[src/hdl/xetd_pkg.sv]
// -----------------------------------------------------------------------------
// xetd_pkg: shared types, codes and UTF-8 helpers
// Status codes, the job word handed from the parser to the encoder, and the
// functions that split a code point into UTF-8 bytes.
// -----------------------------------------------------------------------------
`timescale 1ns / 1ps
`default_nettype none

package xetd_pkg;

   // result status codes
   localparam logic [2:0] ST_DATA      = 3'd0;
   localparam logic [2:0] ST_CLEAN     = 3'd1;
   localparam logic [2:0] ST_NUL       = 3'd2;
   localparam logic [2:0] ST_UNTERM    = 3'd3;
   localparam logic [2:0] ST_UNKNOWN   = 3'd4;
   localparam logic [2:0] ST_BADNUM    = 3'd5;
   localparam logic [2:0] ST_BADSCALAR = 3'd6;

   localparam int QUEUE_DEPTH = 4;

   // one unit of work for the encoder
   typedef struct packed {
      logic        raw;     // send code[7:0] as one byte, no encoding
      logic [20:0] code;    // code point or raw byte
      logic [2:0]  status;  // nonzero: end-of-run report
   } job_type;

   // number of UTF-8 bytes minus one
   function automatic logic [1:0] utf8_last(input logic [20:0] c);
      logic [1:0] n;
      if (c < 21'h80)          n = 2'd0;
      else if (c < 21'h800)    n = 2'd1;
      else if (c < 21'h10000)  n = 2'd2;
      else                     n = 2'd3;
      return n;
   endfunction

   // byte idx of the UTF-8 form of c, whose length minus one is last
   function automatic logic [7:0] utf8_byte(input logic [20:0] c, input logic [1:0] last,
                                            input logic [1:0] idx);
      logic [7:0] b;
      b = 8'h00;
      case (last)
         2'd0: b = c[7:0];
         2'd1: b = (idx == 2'd0) ? {3'b110, c[10:6]} : {2'b10, c[5:0]};
         2'd2: begin
            case (idx)
               2'd0:    b = {4'b1110, c[15:12]};
               2'd1:    b = {2'b10, c[11:6]};
               default: b = {2'b10, c[5:0]};
            endcase
         end
         default: begin
            case (idx)
               2'd0:    b = {5'b11110, c[20:18]};
               2'd1:    b = {2'b10, c[17:12]};
               2'd2:    b = {2'b10, c[11:6]};
               default: b = {2'b10, c[5:0]};
            endcase
         end
      endcase
      return b;
   endfunction

endpackage

`default_nettype wire

[src/hdl/xetd_front.sv]
// -----------------------------------------------------------------------------
// xetd_front: entity parser
// Takes one text beat per cycle while accept is high, tracks entity and number state, and pushes
// one job per beat that yields output.
// -----------------------------------------------------------------------------
`timescale 1ns / 1ps
`default_nettype none

module xetd_front (
   input  wire logic              clock,
   input  wire logic              reset,
   input  wire logic              accept,
   input  wire logic              operation,
   input  wire logic [7:0]        text_byte,
   output logic                   push,
   output xetd_pkg::job_type      push_job
);

   localparam logic [7:0] CH_AMP  = 8'h26;
   localparam logic [7:0] CH_SEMI = 8'h3b;
   localparam logic [7:0] CH_HASH = 8'h23;
   localparam logic [7:0] CH_X    = 8'h78;

   typedef enum logic [3:0] {
      M_PLAIN  = 4'b0001,
      M_NAME   = 4'b0010,
      M_HASH   = 4'b0100,
      M_DIGITS = 4'b1000
   } mode_type;

   mode_type    mode_ff, mode_in;
   logic [31:0] name_ff, name_in;
   logic [2:0]  nlen_ff, nlen_in;
   logic        hex_ff, hex_in;
   logic        digit_ff, digit_in;
   logic [31:0] code_ff, code_in;
   logic        ovf_ff, ovf_in;
   logic        bad_ff, bad_in;
   logic [2:0]  err_ff, err_in;

   // digit decode and accumulate
   logic        dig_ok;
   logic [3:0]  dig_val;
   logic [35:0] acc;
   logic        name_hit;
   logic [7:0]  name_char;

   always_comb begin
      dig_ok  = 1'b1;
      dig_val = 4'd0;
      if (text_byte inside {[8'h30:8'h39]}) begin
         dig_val = 4'(text_byte - 8'h30);
      end else if (hex_ff && (text_byte inside {[8'h61:8'h66]})) begin
         dig_val = 4'(text_byte - 8'h57);
      end else if (hex_ff && (text_byte inside {[8'h41:8'h46]})) begin
         dig_val = 4'(text_byte - 8'h37);
      end else begin
         dig_ok = 1'b0;
      end
      if (hex_ff) begin
         acc = {code_ff, dig_val};
      end else begin
         acc = ({4'd0, code_ff} << 3) + ({4'd0, code_ff} << 1) + {32'd0, dig_val};
      end
   end

   always_comb begin
      name_hit  = 1'b1;
      name_char = 8'h00;
      if (nlen_ff == 3'd3 && name_ff == 32'h00616d70)      name_char = 8'h26;
      else if (nlen_ff == 3'd2 && name_ff == 32'h00006c74) name_char = 8'h3c;
      else if (nlen_ff == 3'd2 && name_ff == 32'h00006774) name_char = 8'h3e;
      else if (nlen_ff == 3'd4 && name_ff == 32'h71756f74) name_char = 8'h22;
      else if (nlen_ff == 3'd4 && name_ff == 32'h61706f73) name_char = 8'h27;
      else name_hit = 1'b0;
   end

   always_comb begin
      mode_in  = mode_ff;
      name_in  = name_ff;
      nlen_in  = nlen_ff;
      hex_in   = hex_ff;
      digit_in = digit_ff;
      code_in  = code_ff;
      ovf_in   = ovf_ff;
      bad_in   = bad_ff;
      err_in   = err_ff;
      push     = 1'b0;
      push_job = '0;
      if (accept) begin
         if (operation) begin
            // end of run: report and return to reset state
            push = 1'b1;
            if (err_ff != xetd_pkg::ST_DATA) begin
               push_job.status = err_ff;
            end else if (mode_ff != M_PLAIN) begin
               push_job.status = xetd_pkg::ST_UNTERM;
            end else begin
               push_job.status = xetd_pkg::ST_CLEAN;
            end
            mode_in  = M_PLAIN;
            name_in  = '0;
            nlen_in  = '0;
            hex_in   = 1'b0;
            digit_in = 1'b0;
            code_in  = '0;
            ovf_in   = 1'b0;
            bad_in   = 1'b0;
            err_in   = xetd_pkg::ST_DATA;
         end else if (err_ff == xetd_pkg::ST_DATA) begin
            if (mode_ff == M_PLAIN) begin
               if (text_byte == CH_AMP) begin
                  mode_in  = M_NAME;
                  name_in  = '0;
                  nlen_in  = '0;
                  hex_in   = 1'b0;
                  digit_in = 1'b0;
                  code_in  = '0;
                  ovf_in   = 1'b0;
                  bad_in   = 1'b0;
               end else if (text_byte == 8'h00) begin
                  err_in = xetd_pkg::ST_NUL;
               end else begin
                  push          = 1'b1;
                  push_job.raw  = 1'b1;
                  push_job.code = {13'd0, text_byte};
               end
            end else if (text_byte == CH_SEMI) begin
               if (mode_ff == M_NAME) begin
                  if (name_hit) begin
                     push          = 1'b1;
                     push_job.raw  = 1'b1;
                     push_job.code = {13'd0, name_char};
                  end else begin
                     err_in = xetd_pkg::ST_UNKNOWN;
                  end
               end else if (!digit_ff || bad_ff || ovf_ff) begin
                  err_in = xetd_pkg::ST_BADNUM;
               end else if (code_ff == 32'd0 || code_ff > 32'h0010ffff ||
                            (code_ff >= 32'h0000d800 && code_ff <= 32'h0000dfff)) begin
                  err_in = xetd_pkg::ST_BADSCALAR;
               end else begin
                  push          = 1'b1;
                  push_job.code = code_ff[20:0];
               end
               mode_in  = M_PLAIN;
               name_in  = '0;
               nlen_in  = '0;
               hex_in   = 1'b0;
               digit_in = 1'b0;
               code_in  = '0;
               ovf_in   = 1'b0;
               bad_in   = 1'b0;
            end else begin
               case (mode_ff)
                  M_NAME: begin
                     if (nlen_ff == 3'd0 && text_byte == CH_HASH) begin
                        mode_in = M_HASH;
                     end else begin
                        name_in = {name_ff[23:0], text_byte};
                        if (nlen_ff != 3'd7) nlen_in = nlen_ff + 3'd1;
                     end
                  end
                  M_HASH, M_DIGITS: begin
                     mode_in = M_DIGITS;
                     if (mode_ff == M_HASH && text_byte == CH_X) begin
                        hex_in = 1'b1;
                     end else if (dig_ok) begin
                        code_in  = acc[31:0];
                        digit_in = 1'b1;
                        if (acc[35:32] != 4'd0) ovf_in = 1'b1;
                     end else begin
                        bad_in = 1'b1;
                     end
                  end
                  default: begin
                     mode_in = mode_ff;
                  end
               endcase
            end
         end
      end
   end

   always_ff @(posedge clock) begin
      if (reset) begin
         mode_ff  <= M_PLAIN;
         name_ff  <= '0;
         nlen_ff  <= '0;
         hex_ff   <= 1'b0;
         digit_ff <= 1'b0;
         code_ff  <= '0;
         ovf_ff   <= 1'b0;
         bad_ff   <= 1'b0;
         err_ff   <= xetd_pkg::ST_DATA;
      end else begin
         mode_ff  <= mode_in;
         name_ff  <= name_in;
         nlen_ff  <= nlen_in;
         hex_ff   <= hex_in;
         digit_ff <= digit_in;
         code_ff  <= code_in;
         ovf_ff   <= ovf_in;
         bad_ff   <= bad_in;
         err_ff   <= err_in;
      end
   end

endmodule

`default_nettype wire

[src/hdl/xetd_queue.sv]
// -----------------------------------------------------------------------------
// xetd_queue: job queue
// Small first-in first-out store of jobs between parser and encoder.
// -----------------------------------------------------------------------------
`timescale 1ns / 1ps
`default_nettype none

module xetd_queue #(
   parameter int DEPTH = xetd_pkg::QUEUE_DEPTH
) (
   input  wire logic              clock,
   input  wire logic              reset,
   input  wire logic              push,
   input  wire xetd_pkg::job_type push_job,
   output logic                   full,
   input  wire logic              pop,
   output logic                   head_valid,
   output xetd_pkg::job_type      head_job
);

   localparam int AW = (DEPTH > 1) ? $clog2(DEPTH) : 1;
   localparam int CW = $clog2(DEPTH + 1);

   xetd_pkg::job_type slot_ff [DEPTH];
   logic [AW-1:0] wr_ff, wr_in;
   logic [AW-1:0] rd_ff, rd_in;
   logic [CW-1:0] cnt_ff, cnt_in;
   logic          do_pop;

   assign full       = (cnt_ff == CW'(DEPTH));
   assign head_valid = (cnt_ff != '0);
   assign head_job   = slot_ff[rd_ff];
   assign do_pop     = pop && head_valid;

   always_comb begin
      wr_in  = wr_ff;
      rd_in  = rd_ff;
      cnt_in = cnt_ff;
      if (push) begin
         wr_in = (wr_ff == AW'(DEPTH - 1)) ? '0 : wr_ff + 1'b1;
      end
      if (do_pop) begin
         rd_in = (rd_ff == AW'(DEPTH - 1)) ? '0 : rd_ff + 1'b1;
      end
      if (push && !do_pop) begin
         cnt_in = cnt_ff + 1'b1;
      end else if (!push && do_pop) begin
         cnt_in = cnt_ff - 1'b1;
      end
   end

   always_ff @(posedge clock) begin
      if (push) begin
         slot_ff[wr_ff] <= push_job;
      end
   end

   always_ff @(posedge clock) begin
      if (reset) begin
         wr_ff  <= '0;
         rd_ff  <= '0;
         cnt_ff <= '0;
      end else begin
         wr_ff  <= wr_in;
         rd_ff  <= rd_in;
         cnt_ff <= cnt_in;
      end
   end

endmodule

`default_nettype wire

[src/hdl/xetd_back.sv]
// -----------------------------------------------------------------------------
// xetd_back: UTF-8 encoder
// Walks the head job one output byte per cycle into the result register while not stalled.
// -----------------------------------------------------------------------------
`timescale 1ns / 1ps
`default_nettype none

module xetd_back (
   input  wire logic              clock,
   input  wire logic              reset,
   input  wire logic              head_valid,
   input  wire xetd_pkg::job_type head_job,
   output logic                   pop,
   output logic                   rsp_valid,
   input  wire logic              rsp_stall,
   output logic [7:0]             rsp_out_byte,
   output logic [2:0]             rsp_status,
   output logic                   rsp_last_of_run
);

   logic       valid_ff, valid_in;
   logic [7:0] byte_ff, byte_in;
   logic [2:0] status_ff, status_in;
   logic       last_ff, last_in;
   logic [1:0] idx_ff, idx_in;
   logic       load;
   logic [1:0] nlast;

   assign load  = !valid_ff || !rsp_stall;
   assign nlast = (head_job.raw || head_job.status != xetd_pkg::ST_DATA) ? 2'd0
                  : xetd_pkg::utf8_last(head_job.code);

   always_comb begin
      valid_in  = valid_ff;
      byte_in   = byte_ff;
      status_in = status_ff;
      last_in   = last_ff;
      idx_in    = idx_ff;
      pop       = 1'b0;
      if (load) begin
         valid_in = head_valid;
         if (head_valid) begin
            status_in = head_job.status;
            last_in   = (idx_ff == nlast);
            if (head_job.status != xetd_pkg::ST_DATA) begin
               byte_in = 8'h00;
            end else begin
               byte_in = xetd_pkg::utf8_byte(head_job.code, nlast, idx_ff);
            end
            if (idx_ff == nlast) begin
               pop    = 1'b1;
               idx_in = 2'd0;
            end else begin
               idx_in = idx_ff + 2'd1;
            end
         end
      end
   end

   always_ff @(posedge clock) begin
      if (reset) begin
         valid_ff <= 1'b0;
         idx_ff   <= 2'd0;
      end else begin
         valid_ff <= valid_in;
         idx_ff   <= idx_in;
      end
   end

   always_ff @(posedge clock) begin
      byte_ff   <= byte_in;
      status_ff <= status_in;
      last_ff   <= last_in;
   end

   assign rsp_valid       = valid_ff;
   assign rsp_out_byte    = byte_ff;
   assign rsp_status      = status_ff;
   assign rsp_last_of_run = last_ff;

endmodule

`default_nettype wire

[src/hdl/xml_entity_text_decoder.sv]
// A beat that yields output passes through the job queue and the result register.
// Throughput: one input beat per cycle while the job queue has room; the encoder
//   sends one output byte per cycle while not stalled; a numeric entity takes 1 to 4 bytes.
// Reset: synchronous, active high; parser returns to plain text with no error,
//   queue and output register are emptied. No clearing pass.
// -----------------------------------------------------------------------------
// xml_entity_text_decoder: XML text-run entity decoder with UTF-8 output
// Parser front end feeds a job queue; an encoder back end drains it into the
// result register.
// -----------------------------------------------------------------------------
`timescale 1ns / 1ps
`default_nettype none

module xml_entity_text_decoder #(
   parameter int QUEUE_DEPTH = xetd_pkg::QUEUE_DEPTH
) (
   input  wire logic        clock,
   input  wire logic        reset,
   // request beats: one text byte or an end-of-run marker
   input  wire logic        req_valid,
   output logic             req_stall,
   input  wire logic        req_operation,
   input  wire logic [7:0]  req_text_byte,
   // response beats: decoded bytes or end-of-run status
   output logic             rsp_valid,
   input  wire logic        rsp_stall,
   output logic [7:0]       rsp_out_byte,
   output logic [2:0]       rsp_status,
   output logic             rsp_last_of_run
);

   logic              accept;
   logic              q_push;
   xetd_pkg::job_type q_push_job;
   logic              q_full;
   logic              q_pop;
   logic              q_head_valid;
   xetd_pkg::job_type q_head_job;

   // The front end only waits on queue space; the output side never reaches it
   // directly, so a stalled result blocks parsing only once the queue fills.
   assign req_stall = q_full;
   assign accept    = req_valid && !req_stall;

   // Parser: every beat is classified in the cycle it is accepted. Plain bytes,
   // named entities, closed numbers and end-of-run markers become one job each;
   // errors only update the sticky error state.
   xetd_front u_front (
      .clock     (clock),
      .reset     (reset),
      .accept    (accept),
      .operation (req_operation),
      .text_byte (req_text_byte),
      .push      (q_push),
      .push_job  (q_push_job)
   );

   // Job queue holds up to QUEUE_DEPTH jobs; the encoder expands each code point to up to four bytes.
   xetd_queue #(
      .DEPTH (QUEUE_DEPTH)
   ) u_queue (
      .clock      (clock),
      .reset      (reset),
      .push       (q_push),
      .push_job   (q_push_job),
      .full       (q_full),
      .pop        (q_pop),
      .head_valid (q_head_valid),
      .head_job   (q_head_job)
   );

   // Encoder: one response beat per cycle while rsp_stall is low, popping a job on its last byte.
   xetd_back u_back (
      .clock           (clock),
      .reset           (reset),
      .head_valid      (q_head_valid),
      .head_job        (q_head_job),
      .pop             (q_pop),
      .rsp_valid       (rsp_valid),
      .rsp_stall       (rsp_stall),
      .rsp_out_byte    (rsp_out_byte),
      .rsp_status      (rsp_status),
      .rsp_last_of_run (rsp_last_of_run)
   );

`ifndef SYNTHESIS
   // a status beat is always a single, closing beat carrying a zero byte
   assert property (@(posedge clock) disable iff (reset)
      (rsp_valid && rsp_status != xetd_pkg::ST_DATA) |->
         (rsp_last_of_run && rsp_out_byte == 8'h00))
      else $error("status beat not closing");

   // the parser never pushes into a full queue
   assert property (@(posedge clock) disable iff (reset) q_push |-> !q_full)
      else $error("push into full job queue");

   // nothing is presented right after reset
   assert property (@(posedge clock) disable iff (reset) $past(reset) |-> !rsp_valid)
      else $error("response valid after reset");
`endif

endmodule

`default_nettype wire
[config.mk]
export PLATFORM = sky130hd
export DESIGN_NAME = xml_entity_text_decoder
export DESIGN_NICKNAME = d
export VERILOG_FILES = /design/src/hdl/xetd_pkg.sv /design/src/hdl/xetd_front.sv /design/src/hdl/xetd_queue.sv /design/src/hdl/xetd_back.sv /design/src/hdl/xml_entity_text_decoder.sv
export SDC_FILE = /design/constraint.sdc
export NUM_CORES = 1
export LEC_CHECK = 0
export ABC_AREA = 1
export BUFFER_PORTS_ARGS = -buffer_cell sky130_fd_sc_hd__buf_2
export CAP_MARGIN = 20
export CORE_ASPECT_RATIO = 2
export CORE_MARGIN = 3
export CORE_UTILIZATION = 55
export DETAILED_ROUTE_END_ITERATION = 10
export GPL_ROUTABILITY_DRIVEN = 0
export PLACE_DENSITY = 0.74
export RECOVER_POWER = 50
export SYNTH_ARGS = -nofsm -noshare
export SYNTH_HDL_FRONTEND = slang
export SYNTH_HIERARCHICAL = 1
export SYNTH_SLANG_ARGS = --single-unit
[constraint.sdc]
create_clock -name clock -period 3.5 [get_ports clock]
set_clock_uncertainty 0.05 [all_clocks]
set_input_delay 0.7 -clock clock [delete_from_list [all_inputs] [get_ports clock]]
set_output_delay 0.7 -clock clock [all_outputs]
set_load 0.01 [all_outputs]
==> impl_metrics.json, run 1 <==
{
  "cpPeakStageDelay_ns": 0.39,
  "start_kind": "primary input",
  "clk_latency_ns": 0.51,
  "synthFlopType": "edfxtp_1",
  "synth-edff-count": 112,
  "finalSetupViolations": 0,
  "crit_buf_inv": 7,
  "power_leakage_nw": 6.458,
  "cp_slowest_cell": "fa_2",
  "ios": 27,
  "globalRouteOverflowTotal": 0,
  "die_width_um": 114.9,
  "port_buffers": 26,
  "netlist_instances": 1723,
  "clock_path_buffers": 3,
  "fin_tns_setup_ns": 0,
  "wl_per_cell_um": 17.11,
  "antenna_cells": 0,
  "fin_crit_sh_pct": 95.29,
  "dpl.hpwl_mm": 26.65,
  "grt_pass1_vias": 11780,
  "fp.dieH_um": 223.8,
  "syn_area_um2": 13040,
  "status": "finished, final reports clean",
  "die-area_um2": 25710,
  "power_density_nw_per_um2": 529.9,
  "min_period_ns": 3.335,
  "ant_nets": 0,
  "vdd_drop_max_mv": 0.3019,
  "clock-root-buffer": "clkbuf_16",
  "via_count": 11820,
  "grt_start_max_net_pins": 47,
  "drcViolationCount": 0,
  "h-tree-depth": 1,
  "avgSynthCellArea_um2": 7.570,
  "fin_nets": 1886,
  "synthesis.nets": 1827,
  "cp-end-kind": "register",
  "clkTransAtPathRegs_ns": 0.07,
  "max_freq_mhz": 299.8,
  "area_delta_synth_final_pct": 11.10,
  "core_um2": 23330,
  "critPathRequiredTime_ns": 3.89,
  "worst_pin_slew_ns": 0.9835,
  "hold_viol": 0,
  "cts_tree": "yes",
  "track_usage_pct": 27.50,
  "rrSetupSlack_ns": 0.21,
  "start_util_pct": 55.92,
  "drv_cap": 0,
  "synthDistinctLibCells": 56,
  "relSlewSlack_pct": 34.36,
  "wirelength_mm": 35.57,
  "finalMaxSlewViolations": 0,
  "vias_per_cell": 5.685,
  "cp.arrival_ns": 3.73,
  "ctsHoldBuffers": 0,
  "clock-sinks": 202,
  "dp_cells": 2040,
  "drive_gt1_share_pct": 12.08,
  "first_iter_violations": 835,
  "hold_class": "register to register",
  "row_count": 79,
  "seq_area_frac_synth_pct": 39.60,
  "async_flop_share_pct": 0,
  "cts_buffers": 20,
  "grt_pass1_wl_mm": 56.83,
  "final_cells": 2079,
  "antenna_found_initial": 0,
  "critPathKind": "primary input to register",
  "cp_top_family": "adder cells",
  "synth_warnings": 6,
  "crit_fanout": 3,
  "synth_seq_cells": 202,
  "first_pass_iters": 6,
  "rsz0062_at_grt": "yes",
  "p_total_w": 0.007680
}
==> final cells by class <==
| cell class | count | area [um^2] |
|---|---|---|
| Inverter | 237 | 908.4 |
| Fill cell | 2080 | 8836 |
| Timing Repair Buffer | 85 | 624.3 |
| Clock buffer | 26 | 554.3 |
| Sequential cell | 202 | 5165 |
| Tap cell | 283 | 354.1 |
| Clock inverter | 10 | 66.31 |
| Multi-Input combinational cell | 1236 | 6819 |
==> registers in the layout (all words and copies together) (netlist names), 2 cells and up, named ones only <==
name,cells
u_queue/wr_ff,2
u_front/name_ff,32
u_back/idx_ff,2
u_front/code_ff,32
u_queue/cnt_ff,3
u_queue/slot_ff,100
u_front/nlen_ff,3
u_front/err_ff,3
u_back/rsp_status,3
u_back/rsp_out_byte,8
u_queue/rd_ff,2
u_front/mode_ff,4
==> stage by stage <==
stage | utilization [%] | setup WS [ns] | area (um^2) | hold slack, ns
finish | 62.12 | 0.1648 | 14490 | 0.4141
global placement | 58.84 | -0.3266 | 13730 | 0.3984
floorplan | - | 0.01668 | 13060 | 0.3801
detailed placement | 58.84 | -0.4188 | 13730 | 0.4072
CTS | 61.50 | 0.1081 | 14350 | 0.4151
global route | 62.12 | -0.08789 | 14490 | 0.4427
==> cell usage after synthesis, types with 3 or more instances <==
cell type / n / area [um^2]
a211oi_1: 7 / 52.55
a21o_1: 4 / 30.03
a21oi_1: 134 / 670.6
a21oi_2: 16 / 140.1
a31oi_1: 3 / 18.77
buf_1: 3 / 11.26
buf_2: 13 / 65.06
buf_4: 7 / 52.55
buf_6: 8 / 90.09
clkbuf_1: 16 / 60.06
dfxtp_1: 90 / 1802
edfxtp_1: 112 / 3363
fa_1: 3 / 60.06
ha_1: 88 / 1101
inv_1: 221 / 829.6
inv_2: 9 / 33.78
nand2_1: 445 / 1670
nand2_2: 9 / 56.30
nand2_4: 3 / 33.78
nand3_1: 82 / 410.4
nand3b_1: 5 / 37.54
nand4_1: 22 / 137.6
nor2_1: 193 / 724.4
nor2_2: 5 / 31.28
nor2_4: 4 / 45.04
nor3_1: 39 / 195.2
nor3b_1: 3 / 22.52
nor4_1: 4 / 25.02
o211ai_1: 16 / 120.1
o211ai_2: 6 / 75.07
o21ai_0: 30 / 150.1
o21ai_1: 26 / 130.1
o21ai_2: 21 / 183.9
o21bai_1: 7 / 52.55
o22ai_1: 26 / 162.7
or2_2: 3 / 18.77
xnor2_1: 4 / 35.03
xor2_1: 11 / 96.34
==> logic make-up (layout without fill, tap and decap cells) <==
| kind of cell | Yosys count | in the layout | synth area share [%] |
|---|---|---|---|
| buffers and inverters | 285 | 358 | 9.237 |
| AO/OA/AOI/OAI | 302 | 302 | 14.11 |
| XOR/XNOR | 15 | 15 | 1.007 |
| flip-flops | 202 | 202 | 39.60 |
| AND/OR/NAND/NOR | 828 | 828 | 27.15 |
| adder cells (fa/ha/maj) | 91 | 91 | 8.902 |
==> worst reg2reg max path: stages, from the launching register on <==
cell	delay, ns
dfxtp_1	0.42
nor3_1	0.11
nor2_1	0.41
o21ai_0	0.39
nor2_4	0.24
nand2_4	0.07
clkinv_4	0.07
nand2_8	0.15
inv_1	0.22
nand2_8	0.15
inv_1	0.55
o211ai_2	0.23
a21oi_2	0.17
==> final timing paths <==
check / end / cells past startpoint / start
worst min-delay path: u_front/name_ff[26] / 2 / u_front/name_ff[26]
worst max register to register: u_front/code_ff[13] / 12 / u_queue/cnt_ff[0]
worst min register to register: u_front/name_ff[26] / 2 / u_front/name_ff[26]
worst max-delay path: u_front/code_ff[24] / 27 / req_text_byte[1]
==> metal layers <==
metal  global-route usage, %  vias to the layer above  wire (um)
met5                       0                        -          0
met4                   15.16                        0       1943
met3                   2.298                      137       1571
met2                   51.96                      404      19340
met1                   29.08                     5483      12720
li1                        -                     5796          -
==> power breakdown <==
group | internal, W | switching (W) | leakage, nW | total [W]
combinational | 0.000765 | 0.00171 | 4.38 | 0.00248
clock | 0.00114 | 0.000950 | 0.299 | 0.00209
sequential | 0.00297 | 0.000151 | 1.78 | 0.00312
total | 0.00487 | 0.00281 | 6.46 | 0.00768
==> cell usage in the layout, fill, tap and decap left out, types with 5 or more instances in the layout <==
cell       Yosys  routed
xor2_1        11      11
nand4_1       22      22
nand3_1       82      77
o22ai_1       26      24
o21ai_2       21      21
buf_4          7      50
nand3_2        1       6
dfxtp_1       90      90
inv_1        221     220
o21ai_0       30      29
o21bai_1       7       7
o21ai_1       26      27
nand2_4        3       8
buf_2         13      11
ha_1          88      86
edfxtp_1     112     112
nor2_4         4       5
nor2_1       193     193
o211ai_2       6       6
clkbuf_1      16      21
a21oi_2       16      17
o211ai_1      16      16
clkinv_1       1       5
nand2_2        9      22
nor3_1        39      39
inv_2          9       9
clkbuf_16      0      21
nand3b_1       5       5
a211oi_1       7       7
nand2_1      445     427
a21oi_1      134     132
==> what timing repair did <==
item / CTS / global route
gates resized for setup: 0 / 46
setup endpoints to repair: 0 / 25
buffers inserted: 0 / 2
Power figures use the tool's default switching activity.
==> run 2: changes to the inputs <==
ABC_AREA = unset   (was 1)
CTS_BUF_LIST = sky130_fd_sc_hd__clkbuf_2   (was unset)
==> impl_metrics.json, run 2 <==
{
  "ant_nets": 0,
  "core_um2": 20550,
  "clock-root-buffer": "clkbuf_2",
  "critPathRequiredTime_ns": 4.19,
  "fillers": 1595,
  "hold_class": "primary input to register",
  "synth_most_common_cell": "nor2_1",
  "rrSetupSlack_ns": -0.30,
  "hold_viol": 0,
  "finalWorstSetupSlack_ns": -0.2953,
  "critPathKind": "register to register",
  "cts_tree": "yes",
  "violations": "setup timing",
  "whs_ns": 0.1624,
  "start_util_pct": 56.17,
  "die_width_um": 108.4,
  "fin_crit_sh_pct": 108.4,
  "fp.dieH_um": 210.9,
  "h-tree-depth": 2,
  "clk_latency_ns": 0.83,
  "crit_fanout": 7,
  "max_freq_mhz": 263.5,
  "cts_buffers": 45,
  "synthFlopType": "edfxtp_1",
  "final_util_pct": 68.07,
  "path_cells": "buf_12 -> buf_16 -> mux4_2 -> or4_4 -> nand3_2 -> nor4_2 -> a211o_4 -> and2_4 -> o31ai_4 -> ha_2 -> inv_2 -> fa_2 -> xor2_1 -> or3_1 -> a21oi_2",
  "synthDistinctLibCells": 87,
  "pre_cts_slack_ns": -0.9259,
  "final_cell_mix": "buf_4, nor2_1, edfxtp_1",
  "via_count": 10170,
  "async_flop_share_pct": 0,
  "grt_pass1_wl_mm": 51.18,
  "drv_cap": 0,
  "clock_path_buffers": 3,
  "port_buffers": 26,
  "ctsHoldBuffers": 0,
  "die-area_um2": 22870,
  "cp.arrival_ns": 4.48,
  "wl_per_cell_um": 20.87,
  "holdPathStages": 3,
  "globalRouteOverflowTotal": 0,
  "worst_r2r_path_depth": 15,
  "wirelength_mm": 33.16,
  "drive_gt1_share_pct": 26.40,
  "first_pass_iters": 8,
  "endpoint": "u_queue/cnt_ff[2]",
  "antenna_found_initial": 1,
  "cp_slowest_cell": "mux4_2",
  "row_count": 74,
  "vdd_drop_max_mv": 0.3640,
  "synth_warnings": 6,
  "area_delta_synth_final_pct": 21.19,
  "cp-end-kind": "register",
  "track_usage_pct": 28.69,
  "r2r-end": "u_queue/cnt_ff[2]",
  "worst_pin_slew_ns": 0.8492,
  "final_common_cell": "buf_4",
  "first_iter_violations": 855,
  "yosys-top-cells-area": "edfxtp_1, dfxtp_1, ha_1, nor2_1, mux4_2",
  "synth-edff-count": 112,
  "fin_nets": 1393,
  "top_register": "u_queue/slot_ff",
  "clock-sinks": 202,
  "rsz0062_at_grt": "yes",
  "synthTopCellsByCount": "nor2_1, edfxtp_1, dfxtp_1",
  "fin_tns_setup_ns": -1.420,
  "avgSynthCellArea_um2": 10.39,
  "largest_reg_flops": 100,
  "grt_start_max_net_pins": 38,
  "synthesis.nets": 1215,
  "yosys.area.top_type": "edfxtp_1",
  "synth.top_cell.area_share_pct": 29.13,
  "finalMaxSlewViolations": 0,
  "vias_per_cell": 6.398,
  "clkTransAtPathRegs_ns": 0.10,
  "ios": 27,
  "relSlewSlack_pct": 41.92,
  "dpl.hpwl_mm": 23.45,
  "status": "finished, violations left",
  "min_period_ns": 3.795,
  "netlist_instances": 1111,
  "reg.largest.list": "u_queue/slot_ff: 100 flops, u_front/code_ff: 32 flops, u_front/name_ff: 32 flops",
  "seq_area_frac_synth_pct": 44.74,
  "power_density_nw_per_um2": 499.1,
  "grt_pass1_vias": 10200,
  "drcViolationCount": 0,
  "syn_area_um2": 11540,
  "power_leakage_nw": 5.587,
  "finalSetupViolations": 14,
  "cpPeakStageDelay_ns": 0.55,
  "start_kind": "register",
  "synth_seq_cells": 202
}
## run 2: changes by cell type after synthesis, moves of 16 or more
cell | previous run | this run
a21oi_1 | 134 | 71
a21oi_2 | 16 | 0
a22oi_1 | 1 | 55
and2_1 | 1 | 25
clkbuf_1 | 16 | 36
inv_1 | 221 | 34
mux4_2 | 0 | 20
nand2_1 | 445 | 69
nand3_1 | 82 | 25
nor2_1 | 193 | 135
nor3_1 | 39 | 22
o21ai_1 | 26 | 1
o21ai_2 | 21 | 2
o22ai_1 | 26 | 1
## run 2: routing by layer
layer	GRT usage, %	routed length [um]
met1	28.73	11110
met2	52.02	17450
met3	4.283	1783
met4	21.36	2826
met5	0	0
## run 2: metrics by stage
stage | power [W] | instances | cell area [um^2]
4_1_cts | 0.006807 | 1578 | 13640
3_3_place_gp | 0.005125 | 1493 | 13070
2_1_floorplan | 0.004336 | 1111 | 11740
6_report | 0.006982 | 1589 | 13990
5_1_grt | 0.007326 | 1589 | 13990
3_5_place_dp | 0.005199 | 1493 | 13070
## run 2: cell families (layout without fill, tap and decap cells)
logic type	after synthesis	in the layout	share of synthesized area, %
AOI/OAI and AO/OA	292	292	17.53
xor gates and xnor gates	20	20	1.517
adders and majority gates	91	91	10.06
buffers and inverters	82	293	3.110
DFF	202	202	44.74
muxes	37	37	6.113
other	0	1	0
and+or+nand+nor	387	387	16.94
## run 2: worst max-delay path, delay by kind of cell, from the launching register on
kind	cells	cell delay, ns
buf+inv	3	0.29
fa+ha+maj	2	0.58
flops	1	0.39
compound gates	3	0.52
xor+xnor	1	0.16
mux	1	0.55
simple gates	5	1.19
## run 2: repair_timing
action                                  4_1_cts  5_1_grt
resized for setup                            19       74
setup buffers                                 4       10
endpoints found under the setup margin       14       33
gates cloned                                  1        0
pin swaps                                    12       36
## run 2: report_power, final
part,switching [W],internal [W]
Clock,0.000931,0.000577
Combinational,0.00136,0.00115
Sequential,0.000123,0.00283
Total,0.00242,0.00456
## run 2: worst min-delay path by stage
stage | start | endpoint | slack (ns)
detailed placement | u_front/bad_ff | u_front/bad_ff | 0.43
finish | rsp_stall | u_back/rsp_valid | 0.16
CTS | rsp_stall | u_back/rsp_valid | 0.04
global route | rsp_stall | u_back/rsp_valid | 0.07
global placement | u_front/digit_ff | u_front/digit_ff | 0.41
floorplan | u_front/bad_ff | u_front/bad_ff | 0.39
## run 2: cell type report
| class | count | area (um^2) | share of cell area (%) |
|---|---|---|---|
| well taps | 266 | 332.8 | 2.379 |
| multi-input cells | 827 | 6518 | 46.58 |
| diodes | 1 | 2.502 | 0.01789 |
| clock inverters | 16 | 102.6 | 0.7333 |
| clock buffers | 64 | 320.3 | 2.289 |
| flip-flops and latches | 202 | 5170 | 36.95 |
| inverters | 34 | 152.6 | 1.091 |
| repair buffers | 179 | 1393 | 9.954 |
==> run 3: changes to the inputs <==
SYNTH_HIERARCHICAL = unset   (was 1)
==> impl_metrics.json, run 3 <==
{
  "ios": 27,
  "grt_pass1_wl_mm": 51.85,
  "clk_latency_ns": 0.84,
  "ant_nets": 0,
  "hold_viol": 0,
  "synthFlopType": "edfxtp_1",
  "critPathRequiredTime_ns": 4.09,
  "cts_buffers": 43,
  "largest_reg_flops": 100,
  "synth_xor_xnor_area_share_pct": 1.650,
  "grt_pass1_vias": 10340,
  "hold_end": "u_back.rsp_valid",
  "track_usage_pct": 28.66,
  "critPathKind": "register to register",
  "hold_class": "primary input to register",
  "synth_top_family_by_area": "compound AO/OA/AOI/OAI gates",
  "async_flop_share_pct": 0,
  "first_pass_iters": 6,
  "relSlewSlack_pct": 30.93,
  "synthDistinctLibCells": 81,
  "r2r-end": "u_front.code_ff[30]",
  "synth_compound_area_share_pct": 18.47,
  "yosys-top-cells-area": "edfxtp_1, dfxtp_1, ha_1, nor2_1, a22oi_1",
  "synthTopCellsByCount": "nor2_1, edfxtp_1, dfxtp_1",
  "status": "finished, violations left",
  "top_register": "u_queue.slot_ff",
  "fin_crit_sh_pct": 107.0,
  "drv_cap": 0,
  "cpPeakStageDelay_ns": 0.47,
  "globalRouteOverflowTotal": 0,
  "synth.top_cell.area_share_pct": 28.81,
  "reg.largest.list": "u_queue.slot_ff: 100 flops, u_front.code_ff: 32 flops, u_front.name_ff: 32 flops",
  "rrSetupSlack_ns": -0.24,
  "row_count": 74,
  "holdPathStages": 3,
  "synth-simple-area-share_pct": 16.49,
  "final_util_pct": 68.48,
  "fp.dieH_um": 212.0,
  "hp-start": "rsp_stall",
  "synthMuxAreaShare_pct": 6.269,
  "wirelength_mm": 33.54,
  "final_cell_mix": "buf_4, edfxtp_1, nor2_1",
  "pre_cts_slack_ns": -1.097,
  "worst_pin_slew_ns": 1.028,
  "vdd_drop_max_mv": 0.4147,
  "syn_area_um2": 11670,
  "first_iter_violations": 875,
  "final_common_cell": "buf_4",
  "port_buffers": 26,
  "wl_per_cell_um": 21.10,
  "synth_warnings": 0,
  "violations": "setup timing",
  "finalMaxSlewViolations": 0,
  "worst_r2r_path_depth": 18,
  "critPathLaunch": "u_front.hex_ff",
  "h-tree-depth": 2,
  "antenna_found_initial": 1,
  "cp_slowest_cell": "or4b_4",
  "final_cells": 1590,
  "crit_fanout": 5,
  "dp_cells": 1485,
  "area_delta_synth_final_pct": 21.10,
  "clkTransAtPathRegs_ns": 0.13,
  "clock_path_buffers": 3,
  "rsz0062_at_grt": "yes",
  "synth_most_common_cell": "nor2_1",
  "grt_start_max_net_pins": 42,
  "fin_nets": 1394,
  "yosys.area.top_type": "edfxtp_1",
  "p_total_w": 0.006870,
  "die_width_um": 109.0,
  "dpl.hpwl_mm": 23.61,
  "rr_startpoint": "u_front.hex_ff",
  "via_count": 10230,
  "synthesis.nets": 1236,
  "die-area_um2": 23120,
  "clock-root-buffer": "clkbuf_2",
  "power_leakage_nw": 5.778,
  "placed_area_um2": 13010,
  "cp.arrival_ns": 4.33,
  "drcViolationCount": 0,
  "drive_gt1_share_pct": 28.27,
  "core_um2": 20650,
  "cts_tree": "yes",
  "max_freq_mhz": 267.1,
  "min_period_ns": 3.744,
  "cp-end-kind": "register",
  "finalInstanceArea_um2": 14140,
  "synth-edff-count": 112,
  "synthAdderAreaFrac_pct": 9.838,
  "path_cells": "nand3b_1 -> nor3_2 -> and2_4 -> or4b_4 -> o21ai_4 -> ha_4 -> ha_4 -> inv_2 -> fa_2 -> nand2b_4 -> a21oi_4 -> o21ai_4 -> a21oi_2 -> o41a_1 -> buf_6 -> a21oi_4 -> xor2_1 -> o22ai_1",
  "vias_per_cell": 6.435,
  "synth_seq_cells": 202,
  "seq_area_frac_synth_pct": 44.24,
  "clock-sinks": 202,
  "power_density_nw_per_um2": 485.9,
  "start_kind": "register",
  "netlist_instances": 1133,
  "avgSynthCellArea_um2": 10.30,
  "start_util_pct": 56.54,
  "finalWorstSetupSlack_ns": -0.2439,
  "finalSetupViolations": 22
}
run 3: cell types whose count changed in the layout (fill, tap and decap cells not counted), sizes merged, moves of 10 or more:
cell,delta
o21a,+10
and3,+15
nor2,-20
and2,-18
o21ai,+11
clkbuf,-20
run 3: layout make-up:
type | count | area (um^2)
Tap cell | 266 | 332.8
Sequential cell | 202 | 5172
Inverter | 32 | 147.6
Antenna cell | 1 | 2.502
Clock buffer | 63 | 315.3
Multi-Input combinational cell | 845 | 6749
Fill cell | 1586 | 6509
Clock inverter | 14 | 62.56
Timing Repair Buffer | 167 | 1356
run 3: routing by layer:
layer	global-route usage [%]	up-vias	share of wire (%)
met5	0	-	0
met4	20.66	0	7.1
met3	4.679	184	4.7
met2	52.25	401	54
met1	28.47	4926	34
li1	-	4720	-
run 3: power by group:
part / leakage, nW / internal, W / switching (W)
clock network: 0.288 / 0.000484 / 0.000924
registers: 1.81 / 0.00282 / 0.000111
logic: 3.68 / 0.00118 / 0.00135
run 3: what timing repair did:
item	in CTS	in global routing
setup buffers	19	11
pin swaps	31	51
endpoints found under the setup margin	33	35
gates cloned	0	1
gates resized for setup	56	67
hold buffers	0	0
run 3: cell families after synthesis:
group | after synthesis
mux | 39
fa+ha+maj | 90
xor+xnor | 22
compound gates | 320
buf+inv | 86
simple gates | 374
flops | 202
run 3: worst max-delay path by stage:
| stage | endpoint | slack [ns] | cells past startpoint |
|---|---|---|---|
| 6_report | u_front.code_ff[30] | -0.24 | 18 |
| 5_1_grt | u_front.code_ff[26] | -0.36 | 17 |
| 4_1_cts | u_front.code_ff[26] | -0.23 | 17 |
| 3_5_place_dp | u_front.code_ff[26] | -1.10 | 20 |
| 3_3_place_gp | u_front.code_ff[26] | -1.06 | 20 |
| 2_1_floorplan | u_front.code_ff[26] | -0.54 | 19 |
run 3: critical path, delay by kind of cell (launching register included):
| kind | cells | cell delay [ns] |
|---|---|---|
| simple gates | 5 | 1.06 |
| xor+xnor | 1 | 0.16 |
| flops | 1 | 0.42 |
| compound gates | 7 | 1.10 |
| buf+inv | 2 | 0.20 |
| fa+ha+maj | 3 | 0.58 |
run 3: stage by stage:
step	hold WS, ns	setup TNS, ns
2_1_floorplan	0.3824	-7.707
3_3_place_gp	0.3894	-21.35
3_5_place_dp	0.4114	-23.24
4_1_cts	0.07178	-2.865
5_1_grt	0.06538	-5.915
6_report	0.1217	-2.701
